### config.mk
export PLATFORM = sky130hd
export DESIGN_NAME = modbus_sensor_reply_parser
export DESIGN_NICKNAME = d
export VERILOG_FILES = /design/src/rtl/msrp_pkg.sv /design/src/rtl/msrp_frame_acc.sv /design/src/rtl/msrp_decode.sv /design/src/rtl/modbus_sensor_reply_parser.sv
export SDC_FILE = /design/constraint.sdc
export NUM_CORES = 1
export LEC_CHECK = 0
export ABC_AREA = 1
export BUFFER_PORTS_ARGS = -buffer_cell sky130_fd_sc_hd__buf_4
export CORE_ASPECT_RATIO = 1.25
export CORE_MARGIN = 2
export CORE_UTILIZATION = 45
export DETAILED_ROUTE_END_ITERATION = 16
export PLACE_DENSITY = 0.78
export SLEW_MARGIN = 40
export SYNTH_ARGS = -nofsm -noshare
export SYNTH_HDL_FRONTEND = slang
export SYNTH_SLANG_ARGS = --single-unit
### constraint.sdc
create_clock -name clk -period 2.92 [get_ports clk]
set_input_delay 0.292 -clock clk [delete_from_list [all_inputs] [get_ports clk]]
set_output_delay 0.292 -clock clk [all_outputs]
set_load 0.01 [all_outputs]
### src/rtl/msrp_pkg.sv
// Package for the Modbus sensor reply parser: word types, status codes,
// frame constants and CRC-16/MODBUS constants. No dependencies.
package msrp_pkg;

  localparam int MAX_FRAME_BYTES = 128;
  localparam int HDR_LEN         = 7;

  localparam logic [15:0] CRC_INIT          = 16'hFFFF;
  localparam logic [15:0] CRC_POLY          = 16'hA001;
  localparam logic [7:0]  FUNC_READ_HOLDING = 8'h03;
  localparam logic [7:0]  READ_BYTE_COUNT   = 8'h04;
  localparam logic [7:0]  SLAVE_ADDR_RESET  = 8'h01;

  typedef enum logic [1:0] {
    FS_VALID      = 2'd0,
    FS_BAD_FUNC   = 2'd1,
    FS_OTHER_ADDR = 2'd2,
    FS_SHORT      = 2'd3
  } frame_status_t;

  typedef struct packed {
    logic [7:0] rx_byte;
    logic       last_byte;
  } rx_word_t;

  typedef struct packed {
    logic [15:0]   temperature_raw;
    logic [15:0]   humidity_raw;
    frame_status_t frame_status;
    logic          crc_ok;
  } res_word_t;

  // View of the frame with the current byte folded in.
  typedef struct packed {
    logic [HDR_LEN-1:0][7:0] hdr;
    logic                    short_frame;
    logic [15:0]             crc;
  } frame_snap_t;

endpackage

### src/rtl/msrp_frame_acc.sv
// Frame accumulator: running CRC, byte position and the first header bytes.
// Depends on msrp_pkg.
module msrp_frame_acc #(
  parameter int MaxFrameBytes = msrp_pkg::MAX_FRAME_BYTES
) (
  input  logic                   clk,
  input  logic                   rst,
  input  logic                   accept,
  input  msrp_pkg::rx_word_t     rx_word,
  output msrp_pkg::frame_snap_t  snap
);
  import msrp_pkg::*;

  localparam int PosW = $clog2(MaxFrameBytes + 1);

  logic [PosW-1:0]         pos;
  logic [PosW-1:0]         pos_next;
  logic [15:0]             crc;
  logic [15:0]             crc_next;
  logic [HDR_LEN-1:0][7:0] hdr;
  logic [HDR_LEN-1:0][7:0] hdr_next;

  // Bit-serial CRC-16/MODBUS over one byte, LSB first.
  function automatic logic [15:0] crc_feed(input logic [15:0] crc_in,
                                           input logic [7:0]  b);
    logic [15:0] c;
    c = crc_in ^ {8'h00, b};
    for (int k = 0; k < 8; k++) begin
      c = c[0] ? ((c >> 1) ^ CRC_POLY) : (c >> 1);
    end
    return c;
  endfunction

  always_comb begin
    hdr_next = hdr;
    for (int i = 0; i < HDR_LEN; i++) begin
      if (pos == PosW'(i)) begin
        hdr_next[i] = rx_word.rx_byte;
      end
    end
    crc_next = crc_feed(crc, rx_word.rx_byte);
    pos_next = (pos < PosW'(MaxFrameBytes)) ? pos + PosW'(1) : pos;
  end

  assign snap.hdr         = hdr_next;
  assign snap.short_frame = (pos < PosW'(2));
  assign snap.crc         = crc_next;

  always_ff @(posedge clk) begin
    if (rst) begin
      pos <= '0;
      crc <= CRC_INIT;
      hdr <= '0;
    end else if (accept) begin
      if (rx_word.last_byte) begin
        pos <= '0;
        crc <= CRC_INIT;
        hdr <= '0;
      end else begin
        pos <= pos_next;
        crc <= crc_next;
        hdr <= hdr_next;
      end
    end
  end

endmodule

### src/rtl/msrp_decode.sv
// Frame decode: status, sensor words and CRC residue check from a frame view.
// Depends on msrp_pkg.
module msrp_decode (
  input  msrp_pkg::frame_snap_t snap,
  input  logic [7:0]            slave_address,
  output msrp_pkg::res_word_t   res
);
  import msrp_pkg::*;

  always_comb begin
    res.temperature_raw = '0;
    res.humidity_raw    = '0;
    res.crc_ok          = (snap.crc == 16'h0000);
    if (snap.short_frame) begin
      res.frame_status = FS_SHORT;
    end else if (snap.hdr[0] != slave_address) begin
      res.frame_status = FS_OTHER_ADDR;
    end else if (snap.hdr[1] != FUNC_READ_HOLDING || snap.hdr[2] != READ_BYTE_COUNT) begin
      res.frame_status = FS_BAD_FUNC;
    end else begin
      res.frame_status    = FS_VALID;
      res.temperature_raw = {snap.hdr[3], snap.hdr[4]};
      res.humidity_raw    = {snap.hdr[5], snap.hdr[6]};
    end
  end

endmodule

### src/rtl/modbus_sensor_reply_parser.sv
// A result word is registered and presented in the cycle after its frame's last byte is taken.
// Throughput: one byte per cycle; the result register is the only stall point, and
//   rx_ready drops only while a result waits and res_ready is low.
// Reset (rst, synchronous, active high): CRC to 0xFFFF, position and header to zero,
//   slave_address to 1, result register empty. Depends on msrp_pkg, msrp_frame_acc,
//   msrp_decode.
module modbus_sensor_reply_parser #(
  parameter int MaxFrameBytes = msrp_pkg::MAX_FRAME_BYTES
) (
  input  logic                clk,
  input  logic                rst,
  // Received byte words
  input  logic                rx_valid,
  output logic                rx_ready,
  input  msrp_pkg::rx_word_t  rx_word,
  // Result words, one per frame
  output logic                res_valid,
  input  logic                res_ready,
  output msrp_pkg::res_word_t res_word,
  // Slave address register
  input  logic                cfg_write_en,
  input  logic [7:0]          cfg_write_data
);
  import msrp_pkg::*;

  logic        rx_accept;
  logic [7:0]  slave_address;
  frame_snap_t snap;
  res_word_t   res_calc;

  // A new byte can enter whenever the result register is free or draining.
  assign rx_ready  = !res_valid || res_ready;
  assign rx_accept = rx_valid && rx_ready;

  always_ff @(posedge clk) begin
    if (rst) begin
      slave_address <= SLAVE_ADDR_RESET;
    end else if (cfg_write_en) begin
      slave_address <= cfg_write_data;
    end
  end

  // Per-frame state; the snapshot already includes the byte on rx_word.
  msrp_frame_acc #(
    .MaxFrameBytes(MaxFrameBytes)
  ) u_frame_acc (
    .clk     (clk),
    .rst     (rst),
    .accept  (rx_accept),
    .rx_word (rx_word),
    .snap    (snap)
  );

  msrp_decode u_decode (
    .snap          (snap),
    .slave_address (slave_address),
    .res           (res_calc)
  );

  // Result register: loaded on the last byte of a frame.
  always_ff @(posedge clk) begin
    if (rst) begin
      res_valid <= 1'b0;
    end else if (rx_accept && rx_word.last_byte) begin
      res_valid <= 1'b1;
    end else if (res_ready) begin
      res_valid <= 1'b0;
    end
  end

  always_ff @(posedge clk) begin
    if (rx_accept && rx_word.last_byte) begin
      res_word <= res_calc;
    end
  end

  // A mid-frame byte never produces a result.
  a_no_mid_result: assert property (@(posedge clk) disable iff (rst)
    (rx_accept && !rx_word.last_byte && !res_valid) |=> !res_valid)
    else $error("result appeared for a mid-frame byte");

  // The last byte of a frame always produces a result.
  a_last_gives_result: assert property (@(posedge clk) disable iff (rst)
    (rx_accept && rx_word.last_byte) |=> res_valid)
    else $error("frame end produced no result");

  // Sensor words are zero for any reply that is not a valid read.
  a_words_zero: assert property (@(posedge clk) disable iff (rst)
    (res_valid && res_word.frame_status != FS_VALID) |->
      (res_word.temperature_raw == 16'h0000 && res_word.humidity_raw == 16'h0000))
    else $error("nonzero sensor word on a rejected reply");

  // Input only stalls behind a waiting result.
  a_stall_cause: assert property (@(posedge clk) disable iff (rst)
    !rx_ready |-> (res_valid && !res_ready))
    else $error("input stalled with result register free");

endmodule
== Word-level counts from Yosys, hierarchy flattened ==
Index checks and enable logic that the tools add are counted.

* ROM bits: 0
* Input port bits: 22
* Register bits after elaboration: 124
* Memory bits (writable): 0
* Bits in latches: 0
* Logic and storage cells: 72
* Output and inout bits: 37
* Memories: 0

* Reduce and logical (&&, ||, !) cells: 12
* $add $sub $neg: 1
* Div/mod/pow operators: 0
* $mul: 0
* Equality and inequality tests: 9
* Bitwise logic cells: 9
* $lt $le $gt $ge: 2
* Shift-type cells: 0
* Mux-type cells: 23

{| class="wikitable"
|+ Operators by type and width
! cell !! number
|-
| two-way mux 16 bit || 9
|-
| two-way mux 8 bit || 9
|-
| two-way mux 56 bit || 1
|-
| == test 8 x 3 -> 1 bit (second input constant) || 3
|-
| NOT 2 -> 3 bit || 8
|-
| == test 8 x 2 -> 1 bit (second input constant) || 2
|-
| logical NOT 16 bit || 1
|-
| bitwise XOR 16 x 8 -> 16 bit || 1
|-
| adder 8 x 1 -> 8 bit (second input constant) || 1
|-
| == test 8 x 1 -> 1 bit (second input constant) || 1
|-
| logical NOT 8 bit || 1
|-
| less-than comparator 8 x 2 -> 1 bit (second input constant) || 1
|-
| less-than comparator 8 bit (second input constant) || 1
|-
| != test 8 x 2 -> 1 bit (second input constant) || 1
|-
| != test 8 x 3 -> 1 bit (second input constant) || 1
|-
| != test 8 bit || 1
|-
| two-way mux 1 bit || 4
|-
| nonzero test 2 bit || 2
|-
| OR reduction 3 bit || 1
|-
| logical AND 1 bit || 2
|-
| logical OR 1 bit || 2
|-
| AND reduction 2 bit || 1
|-
| OR reduction 2 bit || 1
|-
| logical NOT 1 bit || 1
|}

== Logic depth before layout (Yosys ltp) ==
Gate-level depths: netlist of run 1.

* Depth after elaboration: 18
* Gate-level depth with buffers: 15
* Depth with buffers taken out: 15

== Cells and area by module ==
From an unflattened synthesis of run 1, not the netlist that was laid out.

* Cells, all modules: 794
* Area total of the unflattened synthesis: 6010.8 um2

{| class="wikitable"
|+ Modules (own cells, without submodules)
! module !! instances !! sequential area each (um2) !! cells an instance !! area an instance (um2)
|-
| msrp_frame_acc || 1 || 1601.5 || 591 || 3967.6
|-
| modbus_sensor_reply_parser || 1 || 1231.2 || 80 || 1378.8
|-
| msrp_decode || 1 || 0.0 || 123 || 664.4
|}

== Worst setup path after synthesis of run 1 ==
No wires, ideal clock.

* Kind: flip-flop to flip-flop
* Start: reg res_valid
* End: reg u_frame_acc.pos[5]
* Path buffers: 1
* Stages on the path, launching flop included: 11
* Clock period less this slack: 3122 ps
* Setup time: 64 ps
* Required time: 2856 ps
* Setup slack: -202 ps
* Arrival: 3059 ps
* Path through: dfxtp_1 -> nand2_1 -> nand2_1 -> clkbuf_1 -> nor2_1 -> nor2_1 -> inv_1 -> nand2_1 -> o21ai_0 -> nand2_1 -> nor2_1

* Longest elaborated chain between the ends: 4

{| class="wikitable"
|+ RTL lines
! element !! line !! text
|-
| start: declaration || modbus_sensor_reply_parser.sv:17 || <nowiki>output logic res_valid,</nowiki>
|-
| start signal: assignment || modbus_sensor_reply_parser.sv:63 || <nowiki>res_valid <= 1'b0;</nowiki>
|-
| start signal: assignment || modbus_sensor_reply_parser.sv:65 || <nowiki>res_valid <= 1'b1;</nowiki>
|-
| start signal: assignment || modbus_sensor_reply_parser.sv:67 || <nowiki>res_valid <= 1'b0;</nowiki>
|-
| logical NOT 1 bit || modbus_sensor_reply_parser.sv:32 || <nowiki>assign rx_ready = !res_valid || res_ready;</nowiki>
|-
| logical OR 1 bit || modbus_sensor_reply_parser.sv:32 ||
|-
| net rx_ready || modbus_sensor_reply_parser.sv:14 || <nowiki>output logic rx_ready,</nowiki>
|-
| logical AND 1 bit || modbus_sensor_reply_parser.sv:33 || <nowiki>assign rx_accept = rx_valid && rx_ready;</nowiki>
|-
| AND reduction 2 bit (no line) || - ||
|-
| end signal: assignment || msrp_frame_acc.sv:60 || <nowiki>pos <= pos_next;</nowiki>
|-
| end: declaration || msrp_frame_acc.sv:16 || <nowiki>logic [PosW-1:0] pos;</nowiki>
|}

The timed path passes the listed nets, and every way through them passes these cells.
A chain may end at the register's enable or synchronous reset.

==> results of run 1 <==
==> placed cells by master, fill, tap and decap left out <==
master and count:
nand3_1 40, nand2_2 4, nor3_1 8, nor2_1 49
nor2_2 17, clkinv_2 1, clkinvlp_4 3, ha_1 5
o211ai_1 3, xnor2_1 13, clkinv_4 3, nor4_4 1
xor2_1 6, a21oi_1 79, or2_1 8, o21ai_1 5
nand2_1 229, o21ai_0 54, a211oi_1 1, clkbuf_16 17
nand3_2 1, dfxtp_1 89, inv_6 1, nand3b_1 2
or2_2 31, a31oi_1 1, inv_2 2, edfxtp_1 35
clkbuf_1 1, bufinv_16 6, nand4_1 4, nor2_4 2
buf_12 1, buf_4 69, inv_1 48
==> logic make-up (layout without fill, tap and decap cells) <==
logic type	Yosys count	in the layout
and+or+nand+nor	396	396
xor gates and xnor gates	19	19
AOI/OAI and AO/OA	143	143
buffers and inverters	84	152
adders and majority gates	5	5
DFF	124	124
==> registers in the layout, indices dropped and copies added, names as in the netlist <==
name             count
slave_address        8
u_frame_acc.hdr     56
res_word            35
u_frame_acc.pos      8
res_valid            1
u_frame_acc.crc     16
==> metal layers <==
metal | wire length, um | up-vias
met5 | 0 | -
met4 | 261 | 0
met3 | 843 | 22
met2 | 6488 | 159
met1 | 5943 | 2346
li1 | - | 2622
==> where the power goes <==
group	total [mW]	leakage, nW	internal, mW	switching [mW]
Combinational	0.529	1.35	0.184	0.345
Sequential	1.85	1.06	1.82	0.0299
Clock	2.37	0.317	1.60	0.769
Total	4.75	2.72	3.61	1.14
==> critical path, cell delays in order (launching register included) <==
cell and delay [ps]:
dfxtp_1 320, xnor2_1 340, xor2_1 270, nand2_1 100, nand3b_1 170, nand2_1 110, nand2_1 90, nand2_1 50
ha_1 350, xnor2_1 200, nand4_1 110, nor3_1 160, nand3_1 90, nor2_1 80
==> layout make-up <==
| cell class | count | area, um2 | share of cell area [%] |
|---|---|---|---|
| multi-input cells | 563 | 2709 | 37.89 |
| inverters | 50 | 187.7 | 2.625 |
| well taps | 168 | 210.2 | 2.940 |
| flip-flops and latches | 124 | 2833 | 39.62 |
| repair buffers | 70 | 538.0 | 7.525 |
| clock inverters | 14 | 242.7 | 3.395 |
| clock buffers | 18 | 429.2 | 6.003 |
==> worst max path at each step <==
stage | startpoint | to | cells after the start | slack (ps)
2_1_floorplan | res_valid$_SDFFE_PP0P_ | u_frame_acc.pos[5]$_SDFFE_PP0P_ | 10 | 430
3_3_place_gp | rx_word[6] | res_word[0]$_DFFE_PP_ | 14 | 340
3_5_place_dp | rx_word[6] | res_word[0]$_DFFE_PP_ | 14 | 290
4_1_cts | u_frame_acc.crc[5]$_SDFFE_PP1P_ | res_word[0]$_DFFE_PP_ | 13 | 370
5_1_grt | u_frame_acc.crc[2]$_SDFFE_PP1P_ | res_word[0]$_DFFE_PP_ | 13 | 80
6_report | u_frame_acc.crc[5]$_SDFFE_PP1P_ | res_word[0]$_DFFE_PP_ | 13 | 340
==> metrics, run 1 <==
status=completed; Max VDD drop=around 0.40 mV; drt drc=0; largest family of logic cells by synthesized area=simple AND/OR/NAND/NOR gates; Mapped Nets=between 700 and 800; Design Power=4.755 mW; Place WS=~290 ps; post-synthesis compound-gate area fraction=~12%; WL final=~14000 um; CTS H-tree lvls=4; Avg WL per Cell=between 10 and 15 um; Setup CP Type=reg2reg; max-cap check violation count=0; Starting DRT DRC Count=372; top post-synthesis cells by count=nand2_1 (230), dfxtp_1 (89), a21oi_1 (79); critical register-to-register path endpoint=res_word[0]$_DFFE_PP_; Post-synth EDFFs=35; initial cell density of the core=46.25%; Worst Tran Pin Value=roughly 680 ps; count leader, synth=nand2_1; Yosys top cell area share=30.28%; Setup crit start kind=flop; largest net degree at the start of global routing=59; Max Slew Vio Count=0; Area Overhead vs Synth=21.52%; Sink Count=approximately 120; Finished Layout Cells=1007; FF-to-FF path depth=13; placed insts=975; CTS Buf Count=17; initial antenna violation count=0; RSZ-0062 raised after global routing=no; Fillers=between 1000 and 1500; Final Hold Violating Endpoints=0; dominant cells by area after synthesis=dfxtp_1 (30%), edfxtp_1 (18%), nand2_1 (15%); setup bufs post-CTS=0; CP Data Required Time=roughly 3200 ps; Max FO, Critical Path=4; routability cong.=between 0.8 and 0.9; CTS clk-pin slew, worst paths=60 ps; arrival time worst endpoint=around 2900 ps; chip width=between 100 and 150 um; post-route antenna net violation count=0; fraction of synthesized area in multiplexers=0%; Worst R2R Start=u_frame_acc.crc[5]$_SDFFE_PP1P_; post-synthesis adder-cell area fraction=under 10%; GR Util met1=about a quarter; Hold Crit Depth=2; TritonCTS clock tree=built; minimum hold slack=91.35 ps; hold_sp=cfg_write_en; cell accounting for the most synthesized area=dfxtp_1; layout cells sized above 1=between 10% and 20%; num rows=46; worst reg-to-reg setup slack=approximately 340 ps; CTS root buffer=clkbuf_16; GRT busiest layer=met2; area share of and/or/nand/nor cells after synthesis=between 20% and 30%; post-route cell area=0.007149 mm2; flops & latches, synth=124; Synth Area in XOR/XNOR=under 10%; minimum clock period after layout=2576 ps; Clock Skews=approximately 9.0 ps; Die Span Y=between 100 and 150 um; Yosys cell types=31; drt pass-1 iters=7; vias in the first global route=4726; port bufs=58; mapped cell area=0.005883 mm2; Worst slew margin=54.31%; Lkg Pwr=2.724 nW; Detail Placement HPWL=around 9000 um; DIE AREA=approximately 0.014 mm2; final core occ=56.21%; post_cts resized=0; Fmax=just under 400 MHz; Hold WC Path Type=in2reg; sequential area share after synthesis=roughly half; ys flop type=dfxtp_1; Final nets=~850; power per cell area=~670 mW/mm2; ys async rst share=0%; area post-placement=0.006477 mm2; total number of vias=approximately 5100; Core ar.=~0.013 mm2; Setup violations, final=0; Worst-Skew Late Latency=~420 ps; Final WS setup=approximately 340 ps; Tcrit/Tclk final=88.22%; setup TNS=0 ps; Remaining Overflow, GRT=0; drt via density=about 5.1; num ports=59; sink of the worst hold path=slave_address[0]$_SDFFE_PP1P_; first-pass GRT wire length=~23000 um; Critical Path Sink Type=flop; Synth Instances=about 770; clk buf depth=2; number of hold buffers added after CTS=0; antenna diode instance count=0; grt met2 use=32.91%; Total GRT Usage=about a fifth; yosys warns=0; routing usage on met3=4.251%; syn avg cell area=7.631 um2
No activity file was read; power rests on OpenSTA's default activity.
==> run 2, diff against run 1 <==
Settings changed: BUFFER_PORTS_ARGS -buffer_cell sky130_fd_sc_hd__buf_4 to -buffer_cell sky130_fd_sc_hd__buf_2.
==> metrics, run 2 (synthesis gave the netlist of run 1 again) <==
clk buf depth=2 (unchanged); Worst R2R Start=u_frame_acc.crc[5]$_SDFFE_PP1P_ (unchanged); Clock Skews=6.336 ps (was 9.036 ps); commonest non-fill, non-tap cell in the layout=nand2_1 (unchanged); Biggest register=u_frame_acc.hdr (unchanged); initial antenna violation count=0 (unchanged); Remaining Overflow, GRT=0 (unchanged); Setup CP Type=reg2reg (unchanged); CP peak stage delay=350 ps (about the same); Top Metal Used=met4 (unchanged); worst reg-to-reg setup slack=380 ps (was 340 ps); Critical-path top delay cell=ha_1 (unchanged); chip width=106.3 um (unchanged); Max VDD drop=0.3957 mV (was 0.4037 mV); max reg flops=56 (unchanged); TritonCTS clock tree=built (unchanged); drt drc=0 (unchanged); drt via density=5.139 (was 5.113); most used cell, CP=nand2_1 (unchanged); Max Slew Vio Count=0 (unchanged); CP Data Required Time=3200 ps (about the same); Sink Count=124 (unchanged); WL met2=6805 um (was 6488 um); setup bufs post-CTS=0 (unchanged); DIE AREA=0.01401 mm2 (unchanged); Final WS setup=377.5 ps (was 344.1 ps); Starting DRT DRC Count=416 (was 372); top flop regs=u_frame_acc.hdr: 56 flops, res_word: 35 flops, u_frame_acc.crc: 16 flops (unchanged); drt pass-1 iters=5 (was 7); most frequent cells in the layout=nand2_1 (229), dfxtp_1 (89), a21oi_1 (79) (unchanged); critical register-to-register path endpoint=res_word[0]$_DFFE_PP_ (unchanged); metal3 WL=854 um (was 843 um); Setup violations, final=0 (unchanged); largest net degree at the start of global routing=59 (unchanged); Setup crit start kind=flop (unchanged); CTS H-tree lvls=4 (unchanged); CTS root buffer=clkbuf_16 (unchanged); Hold Crit Depth=3 (was 2); Place WS=243.7 ps (was 292.5 ps); antenna diode instance count=0 (unchanged); Fmax=393.3 MHz (was 388.2 MHz); post-route cell area=0.006904 mm2 (was 0.007149 mm2); initial cell density of the core=46.25% (unchanged); Max FO, Critical Path=4 (unchanged); area post-placement=0.006325 mm2 (was 0.006477 mm2); Design Power=4.324 mW (was 4.755 mW); setup TNS=0 ps (unchanged); Worst slew margin=53.20% (was 54.31%); max-cap check violation count=0 (unchanged); Worst Tran Pin Value=696.7 ps (was 680.3 ps); num rows=46 (unchanged); met1 wire length=5890 um (was 5943 um); Total GRT Usage=20.49% (was 20.16%); CP cell instances=xnor2_2 > xor2_2 > nand2_1 > nand3b_1 > nand2_1 > nand2_1 > nand2_1 > ha_1 > xnor2_1 > nand4_1 > nor3_1 > nand3_1 > nor2_1 (was xnor2_1 > xor2_1 > nand2_1 > nand3b_1 > nand2_1 > nand2_1 > nand2_1 > ha_1 > xnor2_1 > nand4_1 > nor3_1 > nand3_1 > nor2_1); post_cts resized=0 (unchanged); power per cell area=626.2 mW/mm2 (was 665.0 mW/mm2); WL final=13830 um (was 13540 um); Worst Setup EP=res_word[0]$_DFFE_PP_ (unchanged); first-pass GRT wire length=22790 um (was 22710 um); total number of vias=5165 (was 5149); Avg WL per Cell=13.76 um (was 13.44 um); Final Hold Violating Endpoints=0 (unchanged); Core ar.=0.01272 mm2 (unchanged); vias in the first global route=4797 (was 4726); arrival time worst endpoint=2820 ps (was 2860 ps); Tcrit/Tclk final=87.07% (was 88.22%); Detail Placement HPWL=9074 um (was 9009 um); minimum hold slack=90.48 ps (was 91.35 ps); num ports=59 (unchanged); port bufs=58 (unchanged); status=completed (unchanged); Lkg Pwr=2.640 nW (was 2.724 nW); Final nets=852 (was 853); minimum clock period after layout=2543 ps (was 2576 ps); Area Overhead vs Synth=17.35% (was 21.52%); Worst-Skew Late Latency=420 ps (about the same); FF-to-FF path depth=13 (unchanged); CTS clk-pin slew, worst paths=50 ps (was 60 ps); Die Span Y=131.8 um (unchanged); Hold WC Path Type=in2reg (unchanged); layout cells sized above 1=18.88% (was 18.95%); routability cong.=0.8673 (was 0.8744); number of hold buffers added after CTS=0 (unchanged); post-route antenna net violation count=0 (unchanged); CP startpoint=u_frame_acc.crc[5]$_SDFFE_PP1P_ (unchanged); CTS Buf Count=17 (unchanged); Critical Path Sink Type=flop (unchanged)
==> run 2: changes by cell type in the layout (fill, tap and decap cells not counted), moves of 3 or more <==
cell and delta:
xor2_2 +3, buf_4 -59, clkinv_2 +5, bufinv_16 -4, clkinv_4 -3, xor2_1 -3
buf_2 +58
==> run 2: layout make-up <==
type / instances / area, um2
repair buffers: 69 / 385.4
inverters: 50 / 187.7
well taps: 168 / 210.2
fillers: 1166 / 5816
clock inverters: 11 / 105.1
flip-flops and latches: 124 / 2833
clock buffers: 20 / 436.7
multi-input cells: 563 / 2746
==> run 2: stage by stage <==
step                std cells  utilization [%]
finish                   1005            54.28
global route             1005            54.28
CTS                      1005            53.98
detailed placement        974            49.72
global placement          974            49.72
floorplan                 771                -
==> run 2: how the worst min path moves through the flow <==
stage	to	slack [ps]	from
5_1_grt	slave_address[0]$_SDFFE_PP1P_	110	cfg_write_data[0]
2_1_floorplan	slave_address[0]$_SDFFE_PP1P_	400	cfg_write_en
4_1_cts	slave_address[0]$_SDFFE_PP1P_	80	cfg_write_data[0]
6_report	slave_address[0]$_SDFFE_PP1P_	90	cfg_write_data[0]
3_3_place_gp	u_frame_acc.hdr[39]$_SDFFE_PP0P_	450	u_frame_acc.hdr[39]$_SDFFE_PP0P_
3_5_place_dp	u_frame_acc.hdr[47]$_SDFFE_PP0P_	450	u_frame_acc.hdr[47]$_SDFFE_PP0P_
==> run 2: layer usage <==
| metal | global-route usage, % | vias up |
|---|---|---|
| li1 | - | 2615 |
| met1 | 25.77 | 2351 |
| met2 | 33.12 | 176 |
| met3 | 5.240 | 23 |
| met4 | 8.991 | 0 |
| met5 | 0 | - |
==> run 2: power by group <==
group	switching, mW	internal (mW)
logic	0.351	0.171
clock network	0.716	1.23
registers	0.0310	1.82
total	1.10	3.23
==> run 2: worst max-delay path, delay by kind of cell, from the launching register on <==
family                   cells  cell delay, ps
adder cells (fa/ha/maj)      1             350
AND/OR/NAND/NOR              9             970
flip-flops                   1             330
XOR/XNOR                     3             750
==> run 3, diff against run 2 <==
Settings changed: BUFFER_PORTS_ARGS -buffer_cell sky130_fd_sc_hd__buf_2 to default, CELL_PAD_IN_SITES_DETAIL_PLACEMENT from default to 1, CELL_PAD_IN_SITES_GLOBAL_PLACEMENT from default to 2, CORE_UTILIZATION 45 to 33, DONT_BUFFER_PORTS from default to 1, PLACE_DENSITY 0.78 to 0.87.
==> metrics, run 3 (synthesis gave the netlist of run 1 again) <==
status=completed (unchanged); Setup violations, final=0 (unchanged); commonest non-fill, non-tap cell in the layout=nand2_1 (unchanged); Worst slew margin=47.04% (was 53.20%); power per cell area=649.5 mW/mm2 (was 626.2 mW/mm2); Max VDD drop=0.3376 mV (was 0.3957 mV); initial antenna violation count=1 (was 0); post-route cell area=0.006817 mm2 (was 0.006904 mm2); max reg flops=56 (unchanged); combinational fraction of design power=11.2% (was 12.1%); Detail Placement HPWL=11110 um (was 9074 um); Total GRT Usage=18.22% (was 20.49%); CTS Buf Count=17 (unchanged); final core occ=39.10% (was 54.28%); Biggest register=u_frame_acc.hdr (unchanged); Setup crit start kind=flop (unchanged); Max FO, Critical Path=4 (unchanged); WL met2=8503 um (was 6805 um); RSZ-0062 raised after global routing=no; vias in the first global route=5159 (was 4797); Worst-Skew Late Latency=420 ps (about the same); CTS root buffer=clkbuf_16 (unchanged); drt drc=0 (unchanged); CP Data Required Time=3210 ps (was 3200 ps); Clock Skews=6.765 ps (was 6.336 ps); hold_sp=cfg_write_en (was cfg_write_data[0]); Critical Path Sink Type=flop (unchanged); Sink Count=124 (unchanged); sink of the worst hold path=slave_address[2]$_SDFFE_PP0P_ (was slave_address[0]$_SDFFE_PP1P_); Avg WL per Cell=16.14 um (was 13.76 um); CTS H-tree lvls=4 (unchanged); Place WS=319.8 ps (was 243.7 ps); Net Switching=1.191 mW (was 1.098 mW); Clock power frac=46.6% (was 45.0%); Core ar.=0.01743 mm2 (was 0.01272 mm2); TritonCTS clock tree=built (unchanged); WL final=16370 um (was 13830 um); routability cong.=0.8867 (was 0.8673); setup TNS=0 ps (unchanged); initial cell density of the core=33.75% (was 46.25%); Hold WC Path Type=in2reg (unchanged); post-route antenna net violation count=0 (unchanged); minimum clock period after layout=2626 ps (was 2543 ps); Remaining Overflow, GRT=0 (unchanged); chip width=123.4 um (was 106.3 um); most used cell, CP=nand2_1 (unchanged); Worst Tran Pin Value=788.5 ps (was 696.7 ps); Final WS setup=293.9 ps (was 377.5 ps); Final nets=804 (was 852); worst reg-to-reg setup slack=290 ps (was 380 ps); Fmax=380.8 MHz (was 393.3 MHz); CP cell instances=xor2_2 > xor2_1 > nand2_1 > nand3b_1 > nand2_1 > nand2_1 > nand2_1 > ha_1 > xnor2_1 > nand4_1 > nor3_1 > nand3_1 > nor2_1 (was xnor2_2 > xor2_2 > nand2_1 > nand3b_1 > nand2_1 > nand2_1 > nand2_1 > ha_1 > xnor2_1 > nand4_1 > nor3_1 > nand3_1 > nor2_1); Sw Share=26.89% (was 25.39%); Reg power frac=42.2% (was 42.9%); most frequent cells in the layout=nand2_1 (229), dfxtp_1 (89), a21oi_1 (79) (unchanged); max-cap check violation count=0 (unchanged); clk buf depth=2 (unchanged); CP peak stage delay=380 ps (was 350 ps); metal3 WL=742 um (was 854 um); DIE AREA=0.01892 mm2 (was 0.01401 mm2); critical register-to-register path endpoint=res_word[0]$_DFFE_PP_ (unchanged); Lkg Pwr=2.470 nW (was 2.640 nW); Die Span Y=153.3 um (was 131.8 um); FF-to-FF path depth=13 (unchanged); Int Pwr=3.237 mW (was 3.226 mW); Area Overhead vs Synth=15.87% (was 17.35%); CTS clk-pin slew, worst paths=60 ps (was 50 ps); top flop regs=u_frame_acc.hdr: 56 flops, res_word: 35 flops, u_frame_acc.crc: 16 flops (unchanged); Worst R2R Start=u_frame_acc.crc[4]$_SDFFE_PP1P_ (was u_frame_acc.crc[5]$_SDFFE_PP1P_); Final Hold Violating Endpoints=0 (unchanged); num ports=59 (unchanged); arrival time worst endpoint=2910 ps (was 2820 ps); first-pass GRT wire length=26530 um (was 22790 um); layout cells sized above 1=14.05% (was 18.88%); Top Metal Used=met5 (was met4); total number of vias=5019 (was 5165); antenna diode instance count=0 (unchanged); area post-placement=0.006150 mm2 (was 0.006325 mm2); Critical-path top delay cell=dfxtp_1 (was ha_1); met1 wire length=6913 um (was 5890 um); Design Power=4.427 mW (was 4.324 mW); Hold Crit Depth=2 (was 3); largest net degree at the start of global routing=77 (was 59); Tcrit/Tclk final=89.94% (was 87.07%); num rows=54 (was 46); drt via density=4.950 (was 5.139); setup bufs post-CTS=0 (unchanged); Max Slew Vio Count=0 (unchanged); Setup CP Type=reg2reg (unchanged); Starting DRT DRC Count=246 (was 416); drt pass-1 iters=6 (was 5); port bufs=0 (was 58)
==> run 3: repair_timing <==
action / 4_1_cts / 5_1_grt
setup endpoints to repair: 0 / 1
hold buffers: 4 / 0
resized for setup: 0 / 4
hold endpoints to repair: 59 / 0
==> run 3: layout make-up <==
class                      instances  area, um2
multi-input combinational        563       2739
clock inverter                    15      150.1
fill                            2152      10620
tap                              224      280.3
inverter                          50      187.7
sequential                       124       2833
clock buffer                      17      425.4
timing repair buffer              21      201.4
==> run 3: power by group through the flow <==
stage / logic (mW) / clock network (mW) / registers, mW
global route: 0.563 / 2.17 / 1.87
global placement: 0.472 / 0 / 1.90
floorplan: 0.361 / 0 / 1.89
detailed placement: 0.474 / 0 / 1.90
CTS: 0.499 / 2.10 / 1.87
finish: 0.498 / 2.06 / 1.87
==> run 3: layer usage <==
layer	global-route usage, %	vias up
met5	0	-
met1	20.96	2403
met3	5.709	15
met2	31.95	83
met4	5.195	2
li1	-	2516
==> run 3: stage by stage <==
step	instances	hold WS (ps)
after floorplan	771	403.0
after global placement	978	369.6
after detailed placement	978	372.9
after CTS	1014	30.79
after global routing	1014	50.55
final	1014	42.41
==> run 3: how the worst max path moves through the flow <==
stage / start / end / slack (ps) / depth (start not counted)
after global placement: u_frame_acc.crc[5]$_SDFFE_PP1P_ / res_word[0]$_DFFE_PP_ / 390 / 13
final: u_frame_acc.crc[4]$_SDFFE_PP1P_ / res_word[0]$_DFFE_PP_ / 290 / 13
after detailed placement: u_frame_acc.crc[4]$_SDFFE_PP1P_ / res_word[0]$_DFFE_PP_ / 320 / 13
after global routing: u_frame_acc.crc[4]$_SDFFE_PP1P_ / res_word[0]$_DFFE_PP_ / 30 / 13
after CTS: u_frame_acc.crc[4]$_SDFFE_PP1P_ / res_word[0]$_DFFE_PP_ / 270 / 13
after floorplan: res_valid$_SDFFE_PP0P_ / u_frame_acc.pos[5]$_SDFFE_PP0P_ / 430 / 10
==> run 3: worst max-delay path, delay by kind of cell (launching register included) <==
kind	cells	cell delay, ps
fa+ha+maj	1	340
simple gates	9	1030
xor+xnor	3	740
flops	1	380
